$ cat config.mk
export PLATFORM = sky130hd
export DESIGN_NAME = mrrc_front
export DESIGN_NICKNAME = d
export VERILOG_FILES = /design/src/rtl/mrrc_pkg.sv /design/src/rtl/mrrc_front.sv
export SDC_FILE = /design/constraint.sdc
export NUM_CORES = 1
export LEC_CHECK = 0
export ABC_AREA = 1
export BUFFER_PORTS_ARGS = -buffer_cell sky130_fd_sc_hd__buf_2
export CORE_ASPECT_RATIO = 1.4
export CORE_MARGIN = 4
export CORE_UTILIZATION = 54
export DETAILED_ROUTE_END_ITERATION = 8
export GPL_TIMING_DRIVEN = 1
export HOLD_SLACK_MARGIN = 0.15
export PLACE_DENSITY_LB_ADDON = 0.05
export SKIP_LAST_GASP = 1
export SLEW_MARGIN = 20
export SYNTH_ARGS = -nofsm -noshare
export SYNTH_HDL_FRONTEND = slang
export SYNTH_SLANG_ARGS = --single-unit
$ cat constraint.sdc
create_clock -name clk_i -period 11 [get_ports clk_i]
set_clock_uncertainty 0.1 [all_clocks]
set_input_delay 1.1 -clock clk_i [delete_from_list [all_inputs] [get_ports clk_i]]
set_output_delay 1.1 -clock clk_i [all_outputs]
set_load 0.01 [all_outputs]
$ cat src/rtl/mrrc_pkg.sv
// ----------------------------------------------------------------------------
// mrrc_pkg
// Shared types and constants of the memory range region check block.
// ----------------------------------------------------------------------------
`default_nettype none

package mrrc_pkg;

  localparam int unsigned AreaDepth   = 256;
  localparam int unsigned RegionDepth = 64;
  localparam int unsigned AreaAw      = $clog2(AreaDepth);
  localparam int unsigned RegionAw    = $clog2(RegionDepth);
  // search index width: holds counts up to the larger table depth
  localparam int unsigned IdxW        = 10;

  localparam logic [1:0] OpWrArea   = 2'd0;
  localparam logic [1:0] OpWrRegion = 2'd1;
  localparam logic [1:0] OpQuery    = 2'd2;

  // classified work handed from front to back
  typedef struct packed {
    logic [1:0]  op;
    logic [7:0]  index;
    logic [31:0] start;
    logic [31:0] size;
    logic [31:0] flags;
    logic [31:0] lo;
    logic [31:0] hi;
    logic        part;
    logic [7:0]  offset;
    logic [9:0]  count;
  } cmd_t;

endpackage

`default_nettype wire

$ cat src/rtl/mrrc_front.sv
// ----------------------------------------------------------------------------
// mrrc_front
// Accepts input transactions, classifies them and queues them for the back.
// ----------------------------------------------------------------------------
`default_nettype none

module mrrc_front (
  input  logic                clk_i,
  input  logic                rst_ni,
  input  logic                s_valid_i,
  output logic                s_ready_o,
  input  logic [1:0]          operation_i,
  input  logic [7:0]          entry_index_i,
  input  logic [31:0]         entry_start_i,
  input  logic [31:0]         entry_size_i,
  input  logic [31:0]         entry_flags_i,
  input  logic [31:0]         query_addr_i,
  input  logic [31:0]         query_len_i,
  input  logic                by_partition_i,
  input  logic [7:0]          area_offset_i,
  input  logic [8:0]          area_count_i,
  input  logic [6:0]          region_count_i,
  output logic                q_valid_o,
  input  logic                q_ready_i,
  output mrrc_pkg::cmd_t      q_cmd_o
);
  import mrrc_pkg::*;

  cmd_t        cmd;
  cmd_t        slot_q [2];
  logic [1:0]  fill_q, fill_d;
  logic        wp_q, rp_q;
  logic        push, pop;
  logic [9:0]  cnt;

  // clamp search count to the selected table
  always_comb begin
    if (by_partition_i) begin
      cnt = (area_count_i > 9'(AreaDepth)) ? 10'(AreaDepth) : {1'b0, area_count_i};
    end else begin
      cnt = (region_count_i > 7'(RegionDepth)) ? 10'(RegionDepth)
                                                : {3'b0, region_count_i};
    end
    cmd.op     = operation_i;
    cmd.index  = entry_index_i;
    cmd.start  = entry_start_i;
    cmd.size   = entry_size_i;
    cmd.flags  = entry_flags_i;
    cmd.lo     = query_addr_i;
    cmd.hi     = query_addr_i + query_len_i - 32'd1;
    cmd.part   = by_partition_i;
    cmd.offset = area_offset_i;
    cmd.count  = cnt;
  end

  assign s_ready_o = (fill_q != 2'd2);
  // drop the unused operation code at the door
  assign push      = s_valid_i && s_ready_o && (operation_i != 2'd3);
  assign pop       = q_valid_o && q_ready_i;
  assign q_valid_o = (fill_q != 2'd0);
  assign q_cmd_o   = slot_q[rp_q];

  always_comb begin
    fill_d = fill_q;
    if (push && !pop) fill_d = fill_q + 2'd1;
    if (!push && pop) fill_d = fill_q - 2'd1;
  end

  // two-entry queue control
  always_ff @(posedge clk_i or negedge rst_ni) begin
    if (!rst_ni) begin
      fill_q <= 2'd0;
      wp_q   <= 1'b0;
      rp_q   <= 1'b0;
    end else begin
      fill_q <= fill_d;
      if (push) wp_q <= ~wp_q;
      if (pop)  rp_q <= ~rp_q;
    end
  end

  always_ff @(posedge clk_i) begin
    if (push) slot_q[wp_q] <= cmd;
  end

  a_fill_max: assert property (@(posedge clk_i) disable iff (!rst_ni) fill_q <= 2'd2)
    else $error("queue overfilled");
  a_full_ptr: assert property (@(posedge clk_i) disable iff (!rst_ni)
    (fill_q == 2'd0 || fill_q == 2'd2) |-> (wp_q == rp_q))
    else $error("queue pointers disagree with fill");
  a_push_full: assert property (@(posedge clk_i) disable iff (!rst_ni)
    (fill_q == 2'd2 && !pop) |=> (fill_q == 2'd2))
    else $error("full queue lost entry");

endmodule

`default_nettype wire

Word-level counts from Yosys, hierarchy flattened
Memory sizes are Yosys's and may differ from the RTL's.
Index checks and enable logic that the tools add are counted.

storage, ports and cells
  bits in writable memories = 376
  bits in registers = 4
  logic and storage cells = 30
  memories kept = 1
  input port bits = 199

memories
  name    depth  width  rd ports  clocked after memory_dff  write ports  line              RTL
  slot_q  2      188    1         0                         1            mrrc_front.sv:30  cmd_t slot_q [2];

operators by class
  add/subtract/negate cells = 4
  reduce and logical (&&, ||, !) cells = 9
  mux-type cells = 7
  equal/unequal tests = 2
  bitwise operators = 2
  magnitude comparators = 2

operators by type and width
  kind                                                                   number
  32-bit adder                                                           1
  32-bit by 1-bit subtractor with 32-bit output (second input constant)  1
  9-bit 2-to-1 mux                                                       2
  9-bit > comparator (second input constant)                             1
  7-bit > comparator (second input constant)                             1
  7-bit 2-to-1 mux                                                       1
  1-bit logical AND                                                      5
  2-bit 2-to-1 mux                                                       2
  2-bit != test (second input constant)                                  2
  2-bit nonzero test                                                     2
  2-bit by 1-bit adder with 2-bit output (second input constant)         1
  1-bit zero test                                                        2
  1-bit 2-to-1 mux                                                       2
  1-bit inverter                                                         2
  2-bit by 1-bit subtractor with 2-bit output (second input constant)    1

Depth between registers and ports, before layout
Gate-level depths: netlist (run 1).

  depth after elaboration = 6
  mapped depth = 15
  mapped depth without buffers = 15

Worst setup path after synthesis (run 1)
No wires, ideal clock.

  path type = input to register
  from = in operation_i[0]
  to = mem slot_q[0][0] in the netlist's numbering (enable)
  cell stages on the path = 3
  buffers on the path = 0
  setup time = 0.740 ns
  setup slack = 1.042 ns
  arrival time = 9.118 ns
  cells stage by stage = nand2_1 nand3_1 nor2_1

between the ends
  longest elaborated chain between the ends = 4

RTL lines
  what                                    line              RTL
  from (decl)                             mrrc_front.sv:12  input logic [1:0] operation_i,
  2-bit != test                           mrrc_front.sv:58  assign push = s_valid_i && s_ready_o && (operation_i != 2'd3);
  1-bit logical AND                       mrrc_front.sv:58
  1-bit 2-to-1 mux                        mrrc_front.sv:83  if (push) slot_q[wp_q] <= cmd;
  1-bit 2-to-1 mux (implied by the code)  mrrc_front.sv:83
  to (decl)                               mrrc_front.sv:30

Every way passes these cells.

==> results.json, run 1 <==
{
  "status": "finished clean",
  "synthTopCellsByArea": "edfxtp_1, nand2_1, inv_1, ha_1, nor2_1",
  "p_sw_mw": 1.733,
  "p_total_mw": 4.839,
  "htree_levels": 2,
  "crit_family": "buffers and inverters",
  "end_kind": "output pin",
  "fin_nets": 2316,
  "wire_per_inst_um": 16.89,
  "max_cap_violations": 0,
  "ctsResizeCount": 0,
  "p_int_mw": 3.107,
  "reg2regPathDepth": 6,
  "overflow": 0,
  "slowest_stage": "buf_4",
  "cp_slowest_stage_delay_ps": 810,
  "pwr-share-clk_pct": 24.1,
  "place_area_mm2": 0.01949,
  "worstHoldPathType": "in -> async",
  "numCtsBuffers": 37,
  "slew_headroom_pct": 28.63,
  "viasPerCell": 4.913,
  "io_buffers": 388,
  "fin_area_mm2": 0.02060,
  "reg2reg_from": "fill_q[0]",
  "avgSynthCellArea_um2": 10.30,
  "die-area_mm2": 0.03463,
  "grt_setup_unrepaired": "false",
  "synth_fp_nets": 1923,
  "area_delta_synth_final_pct": 20.41,
  "grt_pass1_wl_mm": 62.27,
  "sw_frac_of_total_pct": 35.81,
  "gp_congestion": 0.8867,
  "comb_power_share_pct": 34.4,
  "crit_required_ps": 9800,
  "netlist_instances": 1661,
  "drive_gt1_share_pct": 23.70,
  "critPathLaunchType": "flip-flop",
  "finalSetupViolCount": 0,
  "ios": 390,
  "critical_path_class": "reg -> out",
  "fin_crit_ps": 4509,
  "yosys_warnings": 0,
  "grt_pass1_vias": 11940,
  "total_leakage_power_nw": 9.901,
  "hold_buffers": 0,
  "final.setup.tns_ps": 0,
  "cts_setup_buffers": 0,
  "wl_mm": 41.81,
  "drtPass1Iterations": 5,
  "syn-cell-area_mm2": 0.01711,
  "max_slew.worst_pin.slew_ps": 1068,
  "slew_violations": 0,
  "max_freq_mhz": 221.8,
  "fillers": 2535,
  "reg2reg_to": "slot_q[0][69]",
  "die_y_um": 218.6,
  "worst_slack_ps": 6491,
  "initial_utilization_pct": 55.19,
  "final_hold_viol_count": 0,
  "p_seq_share_pct": 41.5,
  "clk_pin_slew_ps": 60,
  "ys_seq_area_share_pct": 66.58,
  "die_w_um": 158.4,
  "yosys.area.top_type_share_pct": 66.00,
  "cts-root-buf": "clkbuf_16",
  "grt_max_degree": 151,
  "yosys_register_bits": 380,
  "drtIter0Drc": 700,
  "core_mm2": 0.03100,
  "place_ws_ps": 6722,
  "cts_tree": "yes",
  "ir_worst_vdd_uv": 139.8,
  "cp.arrival_ps": 3310,
  "period_share_pct": 40.99,
  "cts.sink_count": 380,
  "critical_path.max_fanout": 80,
  "drc": 0,
  "dp_hpwl_mm": 29.72,
  "vias": 12160,
  "clkLatencyLatePin_ps": 520,
  "r2r_slack_ps": 7530,
  "drtAntennaViolNets": 0,
  "rows": 76,
  "ys_types": 29,
  "powerDensity_mw_per_mm2": 234.9,
  "antenna_found_initial": 11,
  "clockBufferDepth": 3,
  "yosysTopAreaCell": "edfxtp_1",
  "crit_chain": "buf_4 > buf_4 > nand2_1 > nand2_1 > buf_2",
  "grtUsageTotal_pct": 23.37,
  "critPathBufInv": 3
}
cell usage in the layout, fill, tap and decap left out, types with 2 or more instances in the layout:
cell type	netlist	routed
nand2_1	776	776
xnor2_1	3	3
nand4_1	5	5
o22ai_1	3	3
clkbuf_16	0	37
buf_4	1	6
clkbuf_8	0	2
ha_1	62	62
nor2_4	0	2
clkinv_2	0	8
dfrtp_1	4	3
nand3_2	5	5
nand2_2	16	16
buf_16	0	2
inv_1	230	230
inv_6	0	3
nor3_2	3	3
nor2_2	3	3
xor2_1	18	18
nand3_1	26	26
edfxtp_1	376	376
o21ai_0	3	3
o21bai_1	2	2
clkbuf_1	18	6
clkinvlp_4	0	2
buf_2	24	388
clkinv_1	0	3
inv_2	10	9
nor2_1	43	41
diode_2	0	9
a21oi_1	20	20
a21oi_2	2	2
nor3_1	3	3
flip-flops by register name (all words and copies together) (netlist names):
signal / cells
slot_q: 376
fill_q: 2
rp_q: 1
wp_q: 1
worst register-to-register path, stage by stage, from the launching register on:
cell,delay (ps)
dfrtp_1,390
inv_1,70
nand2_1,100
nand3_1,260
nor2_4,890
buf_4,590
buf_4,660
cells in the mapped netlist, drive strengths merged:
cell and count:
a21o 1, a21oi 22, buf 25, clkbuf 18, conb 1, dfrtp 4, edfxtp 376, fa 1
ha 62, inv 240, nand2 792, nand3 31, nand4 5, nor2 46, nor3 6, o21ai 3
o21bai 2, o22ai 3, o31ai 1, or2 1, xnor2 3, xor2 18
kinds of logic after synthesis:
logic type	count (synthesis)	share of synthesized area [%]
buffers and inverters	283	6.407
adder cells (fa/ha/maj)	63	4.651
other	1	0.02192
flip-flops	380	66.58
AND/OR/NAND/NOR	881	20.20
XOR/XNOR	21	1.075
AO/OA/AOI/OAI	32	1.061
layer usage:
layer	part of all wire, %	global-route usage (%)	vias up
met5	0.065	0	-
met4	3.9	9.531	4
met3	6.7	4.398	97
met2	53	42.76	390
met1	36	26.47	5597
li1	-	-	6071
stage by stage:
stage	hold slack, ps	util (%)	instances
6_report	274.3	66.45	2475
5_1_grt	251.0	66.44	2474
4_1_cts	248.7	66.37	2466
3_5_place_dp	402.6	62.86	2405
3_3_place_gp	398.9	62.68	2403
2_1_floorplan	381.8	-	1661
worst max path at each step:
stage	from	end	slack (ps)	depth (start not counted)
2_1_floorplan	operation_i[0]	slot_q[0][0]	1040	3
3_3_place_gp	operation_i[0]	slot_q[0][72]	6800	6
3_5_place_dp	operation_i[0]	slot_q[0][69]	6720	6
4_1_cts	rp_q	q_cmd_o[50]	6420	5
5_1_grt	rp_q	q_cmd_o[50]	6250	5
6_report	rp_q	q_cmd_o[170]	6490	5
area by class of cell:
class	instances	area, um^2	area share (%)
flip-flops and latches	380	11390	55.32
multi-input cells	998	4636	22.51
repair buffers	397	2062	10.01
clock buffers	45	975.9	4.738
inverters	240	905.9	4.398
well taps	390	488.0	2.369
clock inverters	16	113.9	0.5528
diodes	9	22.52	0.1093
power by group through the flow:
stage / registers, mW / clock network, mW / logic (mW)
floorplan: 2.08 / 0 / 0.993
global placement: 2.03 / 0 / 1.66
detailed placement: 2.04 / 0 / 1.69
CTS: 2.01 / 1.19 / 1.70
global route: 2.03 / 1.26 / 1.86
finish: 2.01 / 1.17 / 1.67
(Power assumes the default switching activity.)
==> run 2, diff against run 1 <==
ABC_AREA = 0   (was 1)
CORE_UTILIZATION = 49   (was 54)
clock period = 4 ns   (was 11 ns; I/O delays follow)
==> results.json, run 2 <==
{
  "status": "finished clean",
  "final.setup.tns_ps": 0,
  "fin_nets": 1834,
  "cp-startpoint": "query_addr_i[1]",
  "antenna_found_initial": 7,
  "cts.sink_count": 380,
  "ir_worst_vdd_uv": 369.8,
  "fin_area_mm2": 0.02160,
  "total_leakage_power_nw": 8.666,
  "drtIter0Drc": 455,
  "cp.arrival_ps": 3560,
  "synth_ff_type": "edfxtp_1",
  "numCtsBuffers": 37,
  "ios": 390,
  "drc": 0,
  "hp-start": "area_count_i[2]",
  "reg_top3": "slot_q (376), fill_q (2)",
  "reg2reg_to": "slot_q[0][70]",
  "finalSetupViolCount": 0,
  "clk_pin_slew_ps": 60,
  "synth.most_common_cell": "edfxtp_1",
  "largest_reg_flops": 376,
  "core_mm2": 0.03321,
  "dp_hpwl_mm": 25.87,
  "powerDensity_mw_per_mm2": 600.4,
  "die_w_um": 162.8,
  "wl_mm": 38.17,
  "synthTopCellsByArea": "edfxtp_1, mux2_2, ha_1, inv_1, xnor2_1",
  "top_register": "slot_q",
  "max_slew.worst_pin.slew_ps": 908.8,
  "worstHoldPathType": "in -> reg",
  "reg2regPathDepth": 4,
  "r2r_slack_ps": 1920,
  "dp.cells": 1822,
  "ctsResizeCount": 0,
  "gp_congestion": 0.8484,
  "vias": 10090,
  "htree_levels": 2,
  "final_hold_viol_count": 0,
  "fin_crit_ps": 3394,
  "syn-cell-area_mm2": 0.01644,
  "overflow": 0,
  "grtUsageTotal_pct": 20.21,
  "p_total_mw": 12.97,
  "yosysTopAreaCell": "edfxtp_1",
  "yosys_register_bits": 380,
  "initial_utilization_pct": 49.49,
  "wire_per_inst_um": 18.65,
  "critical_path_class": "in -> reg",
  "grt_setup_unrepaired": "false",
  "max_freq_mhz": 294.6,
  "critPathLaunchType": "input pin",
  "critical_path.max_fanout": 3,
  "area_delta_synth_final_pct": 31.40,
  "hold_depth": 3,
  "rows": 79,
  "crit_required_ps": 4160,
  "final_cell_mix": "buf_2, edfxtp_1, mux2_2, dlygate4sd3_1, inv_1",
  "avgSynthCellArea_um2": 16.22,
  "netlist_instances": 1013,
  "place_ws_ps": 599.9,
  "drtPass1Iterations": 5,
  "drtAntennaViolNets": 0,
  "viasPerCell": 4.930,
  "synth_async_sr_flop_share_pct": 1.053,
  "io_buffers": 388,
  "die_y_um": 224.7,
  "min_to": "slot_q[0][2]",
  "ys_types": 61,
  "end_kind": "flip-flop",
  "drive_gt1_share_pct": 41.14,
  "yosys.area.top_type_share_pct": 68.70,
  "synth_fp_nets": 1275,
  "slew_violations": 0,
  "period_share_pct": 84.85,
  "grt_pass1_wl_mm": 57.37,
  "clkLatencyLatePin_ps": 510,
  "synth_top_cells_by_count": "edfxtp_1, mux2_2, inv_1",
  "place_area_mm2": 0.01892,
  "grt_pass1_vias": 10540,
  "max_cap_violations": 0,
  "worst_slack_ps": 606.1,
  "clockBufferDepth": 3,
  "reg2reg_from": "fill_q[0]",
  "slew_headroom_pct": 39.42,
  "yosys_warnings": 0,
  "final_common_cell": "buf_2",
  "fin_cells": 2047,
  "cts_tree": "yes",
  "grt_max_degree": 101,
  "cts-root-buf": "clkbuf_16",
  "synth_edf_count": 376,
  "ys_seq_area_share_pct": 69.31,
  "die-area_mm2": 0.03658
}
run 2: cell types whose count changed in the layout (fill, tap and decap cells not counted), sizes merged, moves of 21 or more:
cell / delta
nand2: -775
mux2: +188
dlygate4sd3: +156
inv: -110
nor2: -28
nand3: -21
run 2: cells by family after synthesis:
group                      share of synthesized area, %
other                                           0.02282
and+or+nand+nor                                   2.794
DFF                                               69.31
AOI/OAI and AO/OA                                 4.187
adders and majority gates                         4.842
buffers and inverters                             4.103
xor gates and xnor gates                          1.865
muxes                                             12.88
run 2: layout make-up:
class	instances	area, um^2
fillers	2561	11610
flip-flops and latches	380	11390
multi-input cells	470	4405
repair buffers	553	3633
clock buffers	41	940.9
well taps	445	556.8
inverters	130	488.0
clock inverters	23	165.2
diodes	5	12.51
run 2: timing repair:
action	CTS	global route
hold buffers	155	1
setup buffers	0	0
endpoints found under the hold margin	310	4
run 2: worst max path at each step:
stage                               end  slack [ps]  depth (start not counted)
final                     slot_q[1][49]         610                         14
after global routing      slot_q[1][49]         440                         14
after CTS                 slot_q[1][49]         620                         14
after detailed placement  slot_q[1][49]         600                         13
after global placement    slot_q[0][48]         690                         12
after floorplan            slot_q[0][0]           4                          3
run 2: metal layers:
layer	global-route usage (%)	part of all wire (%)	vias up
met5	0	0.058	-
met3	5.298	7.0	72
met1	23.43	37	4844
met4	7.688	3.5	4
met2	35.86	52	319
li1	-	-	4853
run 2: through the flow:
| step | utilization (%) | hold slack, ps |
|---|---|---|
| finish | 65.03 | 199.0 |
| floorplan | - | 4.409 |
| global placement | 56.96 | 111.4 |
| global route | 65.03 | 208.7 |
| CTS | 64.96 | 151.3 |
| detailed placement | 56.96 | 109.4 |
run 2: worst max-delay path: stages:
cell	delay (ps)
dlygate4sd3_1	540
buf_2	120
inv_1	40
ha_1	260
inv_1	40
ha_1	210
fa_1	430
a211oi_1	330
o21ba_2	220
a211o_1	210
a31oi_1	90
nand3b_1	210
a211oi_1	320
xnor2_1	130
run 2: power breakdown:
part | switching (mW) | leakage, nW | internal [mW]
clock network | 1.41 | 0.551 | 1.82
logic | 2.24 | 4.60 | 1.91
registers | 0.281 | 3.51 | 5.30
==> run 3, diff against run 2 <==
clock period = 2.8 ns   (was 4 ns; I/O delays follow)
==> results.json, run 3 (synthesis gave the netlist of run 2 again) <==
{
  "cts_tree": "yes",
  "max_freq_mhz": 371.4,
  "critPathLaunchType": "input pin",
  "period_share_pct": 96.17,
  "crit_chain": "dlygate4sd3_1 > buf_2 > inv_1 > ha_1 > inv_1 > ha_1 > buf_4 > a21oi_1 > nor2b_1 > a311oi_1 > o21ai_0 > o21ai_1 > o221ai_1 > xnor2_1",
  "ios": 390,
  "grt_pass1_vias": 11090,
  "place_ws_ps": -313.6,
  "drtAntennaViolNets": 0,
  "area_delta_synth_final_pct": 36.21,
  "total_leakage_power_nw": 9.053,
  "vias": 10500,
  "drc": 0,
  "clkLatencyLatePin_ps": 520,
  "numCtsBuffers": 37,
  "reg_top3": "slot_q (376), fill_q (2)",
  "io_buffers": 388,
  "max_slew.worst_pin.slew_ps": 723.8,
  "drive_gt1_share_pct": 43.82,
  "top_register": "slot_q",
  "status": "finished clean",
  "fin_util_pct": 67.41,
  "slowest_stage": "dlygate4sd3_1",
  "hold_ws_ps": 169.3,
  "clockBufferDepth": 3,
  "final_cell_mix": "buf_2, edfxtp_1, mux2_2, dlygate4sd3_1, inv_1",
  "powerDensity_mw_per_mm2": 840.8,
  "htree_levels": 2,
  "cp.arrival_ps": 2850,
  "cts.sink_count": 380,
  "worstHoldPathType": "in -> reg",
  "fin_cells": 2125,
  "critPathBufInv": 5,
  "final.setup.tns_ps": 0,
  "core_mm2": 0.03321,
  "rows": 79,
  "fin_crit_ps": 2693,
  "grt_max_degree": 110,
  "cp_slowest_stage_delay_ps": 520,
  "grtUsageTotal_pct": 20.61,
  "worst_slack_ps": 107.2,
  "crit_family": "compound AO/OA/AOI/OAI gates",
  "gp_congestion": 0.8246,
  "wire_per_inst_um": 18.42,
  "overflow": 0,
  "die_w_um": 162.8,
  "final_common_cell": "buf_2",
  "grt_pass1_wl_mm": 58.62,
  "grt_setup_unrepaired": "false",
  "dp.cells": 1888,
  "critical_path_class": "in -> reg",
  "max_cap_violations": 0,
  "fin_nets": 1911,
  "crit_required_ps": 2960,
  "viasPerCell": 4.942,
  "final_hold_viol_count": 0,
  "critical_path.max_fanout": 3,
  "initial_utilization_pct": 49.49,
  "slew_headroom_pct": 51.75,
  "slew_violations": 0,
  "cts-root-buf": "clkbuf_16",
  "drtPass1Iterations": 4,
  "clk_pin_slew_ps": 60,
  "dp_hpwl_mm": 27.12,
  "end_kind": "flip-flop",
  "die_y_um": 224.7,
  "p_total_mw": 18.82,
  "wl_mm": 39.13,
  "finalSetupViolCount": 0,
  "drtIter0Drc": 617,
  "place_area_mm2": 0.01951,
  "fin_area_mm2": 0.02239,
  "antenna_found_initial": 8,
  "die-area_mm2": 0.03658,
  "largest_reg_flops": 376,
  "ir_worst_vdd_uv": 729.0
}
-- run 3: cell types whose count changed in the layout (fill, tap and decap cells not counted), moves of 6 or more --
cell / change
buf_12: +7
buf_4: +59
clkinv_2: -6
dlygate4sd3_1: +11
ha_1: -7
-- run 3: worst paths after layout --
path / startpoint / endpoint / slack [ps] / cells past startpoint
max in group asynchronous: rst_ni / rp_q / 1810 / 3
worst min-delay path: region_count_i[6] / slot_q[1][6] / 170 / 3
worst min register to register: fill_q[0] / fill_q[0] / 450 / 1
worst max register to register: fill_q[0] / slot_q[1][70] / 770 / 4
worst max-delay path: query_addr_i[18] / slot_q[0][47] / 110 / 14
min in group asynchronous: rst_ni / fill_q[0] / 580 / 3
-- run 3: cell type report --
class	count	area [um^2]
Clock inverter	20	145.1
Sequential cell	380	11390
Antenna cell	5	12.51
Timing Repair Buffer	630	4327
Fill cell	2427	10830
Multi-Input combinational cell	470	4507
Inverter	130	488.0
Clock buffer	45	955.9
Tap cell	445	556.8
-- run 3: repair_timing --
| item | 4_1_cts | 5_1_grt |
|---|---|---|
| endpoints found under the hold margin | 323 | 0 |
| setup buffers | 0 | 0 |
| setup endpoints to repair | 0 | 18 |
| gates resized for setup | 0 | 19 |
| hold buffers | 167 | 0 |
-- run 3: report_power, final --
part	total, mW	switching [mW]	internal [mW]
Sequential	7.79	0.228	7.56
Clock	4.60	1.99	2.61
Combinational	6.43	3.46	2.97
-- run 3: per-layer routing --
layer | track usage [%] | part of all wire, % | vias to the layer above
li1 | - | - | 5010
met1 | 23.20 | 37 | 5044
met2 | 36.45 | 52 | 351
met3 | 5.591 | 7.3 | 91
met4 | 9.367 | 4.5 | 6
met5 | 0 | 0.11 | -
-- run 3: worst min-delay path, stage by stage --
cell and delay, ps:
buf_2 170, inv_1 70, o21ai_0 90
